===== src/rtl/assert_macros.svh =====
// ---------------------------------------------------------------------------
// assert_macros.svh
// Concurrent assertion helpers, compiled out when SYNTHESIS is defined.
// ---------------------------------------------------------------------------
`ifndef ASSERT_MACROS_SVH
`define ASSERT_MACROS_SVH

`ifndef SYNTHESIS

// antecedent holds -> consequent holds in the same cycle
`define ASSERT_IMPLIES(label, clk, rst, ante, cons) \
  label: assert property (@(posedge clk) disable iff (rst) (ante) |-> (cons)) \
    else $error("assertion failed");

// antecedent holds -> consequent holds from the next cycle on
`define ASSERT_NEXT(label, clk, rst, ante, cons) \
  label: assert property (@(posedge clk) disable iff (rst) (ante) |=> (cons)) \
    else $error("assertion failed");

`else

`define ASSERT_IMPLIES(label, clk, rst, ante, cons)
`define ASSERT_NEXT(label, clk, rst, ante, cons)

`endif

`endif


===== src/rtl/hsv2rgb_pkg.sv =====
// ---------------------------------------------------------------------------
// hsv2rgb_pkg
// Transaction types, constants and helpers of the HSV to RGB converter.
// ---------------------------------------------------------------------------
`default_nettype none

package hsv2rgb_pkg;

  // input transaction: one HSV color
  typedef struct packed {
    logic [8:0] hue;
    logic [7:0] saturation;
    logic [7:0] brightness;
  } hsv_t;

  // output transaction: one RGB color
  typedef struct packed {
    logic [7:0] red;
    logic [7:0] green;
    logic [7:0] blue;
  } rgb_t;

  // 60-degree hue sectors, named by the channel ordering they produce
  typedef enum logic [2:0] {
    SEC_RED_RISE_GREEN  = 3'd0,
    SEC_GREEN_FALL_RED  = 3'd1,
    SEC_GREEN_RISE_BLUE = 3'd2,
    SEC_BLUE_FALL_GREEN = 3'd3,
    SEC_BLUE_RISE_RED   = 3'd4,
    SEC_RED_FALL_BLUE   = 3'd5
  } sector_t;

  localparam int unsigned HUE_W     = 9;
  localparam int unsigned PROD_W    = 17;   // s * t, up to 255 * 360
  localparam int unsigned RECIP_W   = 18;
  localparam int unsigned RECIP_SH  = 26;
  // floor(2^26 / 360): estimate is exact or one low over the product range
  localparam logic [RECIP_W-1:0] RECIP_360 = 18'd186413;
  localparam logic [PROD_W-1:0]  DEG_360   = 17'd360;
  localparam logic [8:0]         SECTOR_DEG = 9'd60;
  localparam logic [8:0]         STEP_MUL   = 9'd6;
  localparam logic [8:0]         FULL_TURN  = 9'd360;
  localparam logic [7:0]         FULL_LEVEL = 8'd255;

  // floor(y / 255), exact while the quotient fits 8 bits (y up to 255 * 256 - 1)
  function automatic logic [7:0] div255(input logic [15:0] y);
    logic [16:0] acc;
    acc = {1'b0, y} + 17'(y[15:8]) + 17'd1;
    return acc[15:8];
  endfunction

endpackage

`default_nettype wire


===== src/rtl/hsv_to_rgb_integer_core.sv =====
// ---------------------------------------------------------------------------
// hsv_to_rgb_integer_core
// Six-stage pipelined integer HSV to RGB color converter.
// ---------------------------------------------------------------------------
//
//  channel | ports                    | transaction
//  --------+--------------------------+-------------------------------
//  input   | start, busy, pixel       | start & !busy, one HSV color
//  output  | done, color              | done strobe, one RGB color
//
// One color enters every cycle; busy is always low.
// Stages in order: sector split, hue products, reciprocal multiply
// for the /360, quotient correction, brightness products, /255 and select.
// Synchronous reset clears only the stage valid bits.
// The receiver cannot stall; results appear for one cycle with done.
`default_nettype none

`include "assert_macros.svh"

module hsv_to_rgb_integer_core (
  input  wire logic               clk,
  input  wire logic               rst,
  input  wire logic               start,
  output logic                    busy,
  input  wire hsv2rgb_pkg::hsv_t  pixel,
  output logic                    done,
  output hsv2rgb_pkg::rgb_t       color
);

  // stage valid bits
  logic v1, v2, v3, v4, v5, v6;

  // stage 1 payload
  hsv2rgb_pkg::sector_t sec1;
  logic [8:0]           t1, tc1;
  logic [7:0]           s1, b1;
  logic [15:0]          lop1;
  logic                 grey1;

  // stage 2 payload
  hsv2rgb_pkg::sector_t sec2;
  logic [7:0]           b2, lo2;
  logic [16:0]          fp2, rp2;
  logic                 grey2;

  // stage 3 payload
  hsv2rgb_pkg::sector_t sec3;
  logic [7:0]           b3, lo3, qf3, qr3;
  logic [16:0]          fp3, rp3;
  logic                 grey3;

  // stage 4 payload
  hsv2rgb_pkg::sector_t sec4;
  logic [7:0]           b4, lo4, cutf4, cutr4;
  logic                 grey4;

  // stage 5 payload
  hsv2rgb_pkg::sector_t sec5;
  logic [7:0]           b5, lo5;
  logic [15:0]          lvf5, lvr5;
  logic                 grey5;

  logic accept;
  assign busy   = 1'b0;
  assign accept = start && !busy;

  // valid chain
  always_ff @(posedge clk) begin
    if (rst) begin
      v1 <= 1'b0;
      v2 <= 1'b0;
      v3 <= 1'b0;
      v4 <= 1'b0;
      v5 <= 1'b0;
      v6 <= 1'b0;
    end else begin
      v1 <= accept;
      v2 <= v1;
      v3 <= v2;
      v4 <= v3;
      v5 <= v4;
      v6 <= v5;
    end
  end

  // stage 0: hue / 60 by threshold count, offset within sector
  logic [3:0]           q60;
  logic [8:0]           hmod;
  logic [8:0]           t0;
  hsv2rgb_pkg::sector_t sec0;

  always_comb begin
    q60 = 4'd0;
    for (int k = 1; k <= 8; k++) begin
      if (pixel.hue >= 9'(k * 60)) q60 = q60 + 4'd1;
    end
    hmod = pixel.hue - 9'(q60) * hsv2rgb_pkg::SECTOR_DEG;
    t0   = hmod * hsv2rgb_pkg::STEP_MUL;
    if (q60 > 4'd5) sec0 = hsv2rgb_pkg::SEC_RED_FALL_BLUE;
    else            sec0 = hsv2rgb_pkg::sector_t'(q60[2:0]);
  end

  always_ff @(posedge clk) begin
    sec1  <= sec0;
    t1    <= t0;
    tc1   <= hsv2rgb_pkg::FULL_TURN - t0;
    s1    <= pixel.saturation;
    b1    <= pixel.brightness;
    lop1  <= 16'(pixel.brightness) * 16'(hsv2rgb_pkg::FULL_LEVEL - pixel.saturation);
    grey1 <= (pixel.saturation == 8'd0);
  end

  // stage 1: saturation times sector position, minimum level
  always_ff @(posedge clk) begin
    sec2  <= sec1;
    b2    <= b1;
    lo2   <= hsv2rgb_pkg::div255(lop1);
    fp2   <= 17'(s1) * 17'(t1);
    rp2   <= 17'(s1) * 17'(tc1);
    grey2 <= grey1;
  end

  // stage 2: reciprocal multiply estimates the / 360
  logic [34:0] fe2, re2;
  assign fe2 = 35'(fp2) * 35'(hsv2rgb_pkg::RECIP_360);
  assign re2 = 35'(rp2) * 35'(hsv2rgb_pkg::RECIP_360);

  always_ff @(posedge clk) begin
    sec3  <= sec2;
    b3    <= b2;
    lo3   <= lo2;
    fp3   <= fp2;
    rp3   <= rp2;
    qf3   <= fe2[hsv2rgb_pkg::RECIP_SH +: 8];
    qr3   <= re2[hsv2rgb_pkg::RECIP_SH +: 8];
    grey3 <= grey2;
  end

  // stage 3: bump the estimate when the remainder reaches 360
  logic [16:0] remf3, remr3;
  assign remf3 = fp3 - 17'(qf3) * hsv2rgb_pkg::DEG_360;
  assign remr3 = rp3 - 17'(qr3) * hsv2rgb_pkg::DEG_360;

  always_ff @(posedge clk) begin
    sec4  <= sec3;
    b4    <= b3;
    lo4   <= lo3;
    cutf4 <= qf3 + 8'(remf3 >= hsv2rgb_pkg::DEG_360);
    cutr4 <= qr3 + 8'(remr3 >= hsv2rgb_pkg::DEG_360);
    grey4 <= grey3;
  end

  // stage 4: brightness times the remaining fraction
  always_ff @(posedge clk) begin
    sec5  <= sec4;
    b5    <= b4;
    lo5   <= lo4;
    lvf5  <= 16'(b4) * 16'(hsv2rgb_pkg::FULL_LEVEL - cutf4);
    lvr5  <= 16'(b4) * 16'(hsv2rgb_pkg::FULL_LEVEL - cutr4);
    grey5 <= grey4;
  end

  // stage 5: / 255 and sector routing into the output register
  logic [7:0]        fall5, rise5;
  hsv2rgb_pkg::rgb_t rgb5;

  always_comb begin
    fall5 = hsv2rgb_pkg::div255(lvf5);
    rise5 = hsv2rgb_pkg::div255(lvr5);
    if (grey5) begin
      rgb5 = '{red: b5, green: b5, blue: b5};
    end else begin
      unique case (sec5)
        hsv2rgb_pkg::SEC_RED_RISE_GREEN:  rgb5 = '{red: b5,    green: rise5, blue: lo5};
        hsv2rgb_pkg::SEC_GREEN_FALL_RED:  rgb5 = '{red: fall5, green: b5,    blue: lo5};
        hsv2rgb_pkg::SEC_GREEN_RISE_BLUE: rgb5 = '{red: lo5,   green: b5,    blue: rise5};
        hsv2rgb_pkg::SEC_BLUE_FALL_GREEN: rgb5 = '{red: lo5,   green: fall5, blue: b5};
        hsv2rgb_pkg::SEC_BLUE_RISE_RED:   rgb5 = '{red: rise5, green: lo5,   blue: b5};
        default:                          rgb5 = '{red: b5,    green: lo5,   blue: fall5};
      endcase
    end
  end

  logic [7:0] b6;

  always_ff @(posedge clk) begin
    color <= rgb5;
    b6    <= b5;
  end

  assign done = v6;

  // checks
  `ASSERT_NEXT(a_latency, clk, rst, accept, ##5 done)
  `ASSERT_IMPLIES(a_quot_est, clk, rst, v3, (remf3 < 17'd720) && (remr3 < 17'd720))
  `ASSERT_NEXT(a_grey_out, clk, rst, v5 && grey5, (color.red == color.green) && (color.green == color.blue))
  `ASSERT_IMPLIES(a_brightness_kept, clk, rst, done, (color.red == b6) || (color.green == b6) || (color.blue == b6))

endmodule

`default_nettype wire


===== config.mk =====
export PLATFORM = sky130hd
export DESIGN_NAME = hsv_to_rgb_integer_core
export DESIGN_NICKNAME = d
export VERILOG_FILES = /design/src/rtl/hsv2rgb_pkg.sv /design/src/rtl/hsv_to_rgb_integer_core.sv
export VERILOG_INCLUDE_DIRS = /design/src /design/src/rtl
export SDC_FILE = /design/constraint.sdc
export NUM_CORES = 2
export LEC_CHECK = 0
export BUFFER_PORTS_ARGS = -buffer_cell sky130_fd_sc_hd__buf_2
export CAP_MARGIN = 30
export CORE_ASPECT_RATIO = 0.75
export CORE_MARGIN = 4
export CORE_UTILIZATION = 40
export DETAILED_ROUTE_END_ITERATION = 8
export HOLD_SLACK_MARGIN = 0.06
export SYNTH_ARGS = -nofsm -noshare
export SYNTH_HDL_FRONTEND = slang
export SYNTH_SLANG_ARGS = --single-unit

===== constraint.sdc =====
create_clock -name clk -period 8.53 [get_ports clk]
set_input_delay 1.2795 -clock clk [delete_from_list [all_inputs] [get_ports clk]]
set_output_delay 1.2795 -clock clk [all_outputs]
set_load 0.05 [all_outputs]

==> flow_metrics.env <==
export IMPL_die_h_um=245.8
export IMPL_r2r_slack_ns=2.26
export IMPL_cp_slowest_cell="fa_1"
export IMPL_clock_latency_ns=0.59
export IMPL_setup_slack_ns=0.5442
export IMPL_synth_net_count=4058
export IMPL_yosysTopAreaCellShare=0.2390
export IMPL_timing_rr_end="qr3[7]"
export IMPL_io_pin_count=54
export IMPL_synthCells=3099
export IMPL_place_ws_ns=-0.07465
export IMPL_start_util=0.4073
export IMPL_clkSinkCount=284
export IMPL_yosysTopAreaCell="ha_1"
export IMPL_worstMarginPinSlew_ns=0.9202
export IMPL_drv_cap=0
export IMPL_numCtsBuffers=31
export IMPL_ys_seq_area_frac=0.1886
export IMPL_synth_warnings=0
export IMPL_yosysUniqueCellTypes=78
export IMPL_io_buffers=52
export IMPL_cts_tree="yes"
export IMPL_r2r_start="rp2[15]"
export IMPL_routed_wirelength_um=62090
export IMPL_hold_path_class="reg2reg"
export IMPL_antenna_found_initial=0
export IMPL_synth_edf_count=0
export IMPL_critPathLaunch="pixel[21]"
export IMPL_rows=86
export IMPL_cp_required_ns=9.01
export IMPL_core_um2=74030
export IMPL_r2r_cells=19
export IMPL_die_x_um=325.0
export IMPL_final_nets=4127
export IMPL_ys_async_sr_fraction=0
export IMPL_wl_per_cell_um=14.92
export IMPL_final_cells=4162
export IMPL_startpoint_type="input port"
export IMPL_endpoint="tc1[8]"
export IMPL_die_area_um2=79880
export IMPL_outcome="completed"
export IMPL_period_needed_ns=7.986
export IMPL_post_route_period_util=0.9362
export IMPL_htree_levels=1
export IMPL_yosysMostFrequentCell="inv_1"
export IMPL_ys_ff_latch=284
export IMPL_cts_setup_buffers=0
export IMPL_ys_top_cells_by_count="644 x inv_1, 576 x ha_1, 355 x fa_1, 284 x dfxtp_1, 137 x nand2_1"
export IMPL_placed_area_um2=31700
export IMPL_via_per_inst=4.817
export IMPL_overflow=0
export IMPL_vias=20050
export IMPL_regArea_um2=5685
export IMPL_max_stage_delay_ns=0.55
export IMPL_fmax_ghz=0.1252
export IMPL_first_iter_violations=926
export IMPL_area_growth_pct=8.648
export IMPL_drive_gt1_frac=0.05042
export IMPL_hpwl_um=52080
export IMPL_grt_pass1_vias=20560
export IMPL_clockBufferDepth=3
export IMPL_postRouteAntennaNets=0
export IMPL_root_buffer="clkbuf_16"
export IMPL_grt_pass1_wl_um=106900
export IMPL_cp_arrival_ns=8.46
export IMPL_grt_max_degree=30
export IMPL_crit_path_frequent_cell="ha_1"
export IMPL_multi_input_area_um2=21930
export IMPL_hold_viol_final=0
export IMPL_drv_slew=0
export IMPL_totalNegativeSetupSlack_ns=0
export IMPL_clock_skew_final_ns=0.01648
export IMPL_drc=0
export IMPL_setup_viol=0
export IMPL_finish_instance_area_um2=32760
export IMPL_ys_top_cells_by_area="ha_1 24%, fa_1 24%, dfxtp_1 19%"
export IMPL_crit_fanout=6
export IMPL_worst_setup_path_type="in2reg"
export IMPL_synthFlopType="dfxtp_1"
export IMPL_first_pass_iters=5
export IMPL_nFillCells=7160
export IMPL_grt_use_total=0.1612
export IMPL_dp_cells=4103
export IMPL_slew_headroom=0.3857
export IMPL_gp_routability_congestion=0.8788
export IMPL_path_clk_slew_ns=0.07
export IMPL_end_kind="flip-flop"
export IMPL_syn_area_um2=30150
export IMPL_grt_setup_unrepaired="false"
export IMPL_syn_avg_cell_area_um2=9.729
[kinds of logic after synthesis]
group / share of synthesized area
AOI/OAI and AO/OA: 0.08823
adders and majority gates: 0.4747
and+or+nand+nor: 0.1103
muxes: 0.003859
other: 0.0001244
DFF: 0.1886
buffers and inverters: 0.08578
xor gates and xnor gates: 0.04843
[layout make-up]
cell class | count | share of cell area
sequential | 284 | 0.1736
timing repair buffer | 77 | 0.01367
clock inverter | 22 | 0.006722
tap | 968 | 0.03697
antenna | 1 | 0.00007639
inverter | 645 | 0.07391
multi-input combinational | 2129 | 0.6696
clock buffer | 36 | 0.02548
[worst max-delay path, delay by kind of cell]
family                   cells  cell delay [ns]
adder cells (fa/ha/maj)     10             3.35
XOR/XNOR                     5             0.80
buffers and inverters        5             0.40
multiplexers                 1             0.18
AND/OR/NAND/NOR              8             1.03
AO/OA/AOI/OAI               10             1.39
[routing by layer]
layer / global-route usage / routed length, µm
met5: 0 / 0
met4: 0.01887 / 632
met3: 0.02660 / 3359
met2: 0.2338 / 24240
met1: 0.2557 / 33850
[state kept, by name, summed over array words and instances (netlist names), 14 cells and up]
| signal | flops |
|---|---|
| rp2 | 16 |
| rp3 | 14 |
| fp2 | 15 |
| lvr5 | 16 |
| fp3 | 14 |
| lvf5 | 16 |
| lop1 | 16 |
| color | 24 |
[timing repair]
| action | in CTS | in global routing |
|---|---|---|
| resized for setup | 0 | 1 |
| hold buffers | 0 | 0 |
| setup endpoints to repair | 0 | 1 |
[placed cells by master, fill, tap and decap left out, types with 16 or more instances in the layout]
cell type / n
o21ai_0: 80
o21a_1: 20
clkbuf_16: 31
nand2_1: 136
nor2b_1: 133
ha_1: 574
fa_1: 355
xnor2_1: 116
nand3_1: 20
o211ai_1: 19
a21boi_0: 16
and2_1: 65
nor2_1: 83
nand2b_1: 98
buf_2: 52
xor2_1: 46
nor3_1: 26
inv_1: 643
o21bai_1: 16
dfxtp_1: 284
a21o_1: 46
a21oi_1: 95
buf_4: 25
[metrics by stage]
stage | util | hold WS [ns]
after floorplan | - | 0.3096
after global placement | 0.4282 | 0.3097
after detailed placement | 0.4282 | 0.3121
after CTS | 0.4424 | 0.3225
after global routing | 0.4425 | 0.3296
final | 0.4425 | 0.3242
[worst min path at each step]
stage | from | to | slack [ns] | cells after the start
floorplan | b1[0] | b2[0] | 0.31 | 0
global placement | b1[0] | b2[0] | 0.31 | 0
detailed placement | sec1[1] | sec2[1] | 0.31 | 0
CTS | grey3 | grey4 | 0.32 | 0
global route | b2[4] | b3[4] | 0.33 | 0
finish | b3[1] | b4[1] | 0.32 | 0
Power is left out: the tool's default activity adds up to more than one toggle a clock period on the data nets, which glitch-free logic cannot reach.
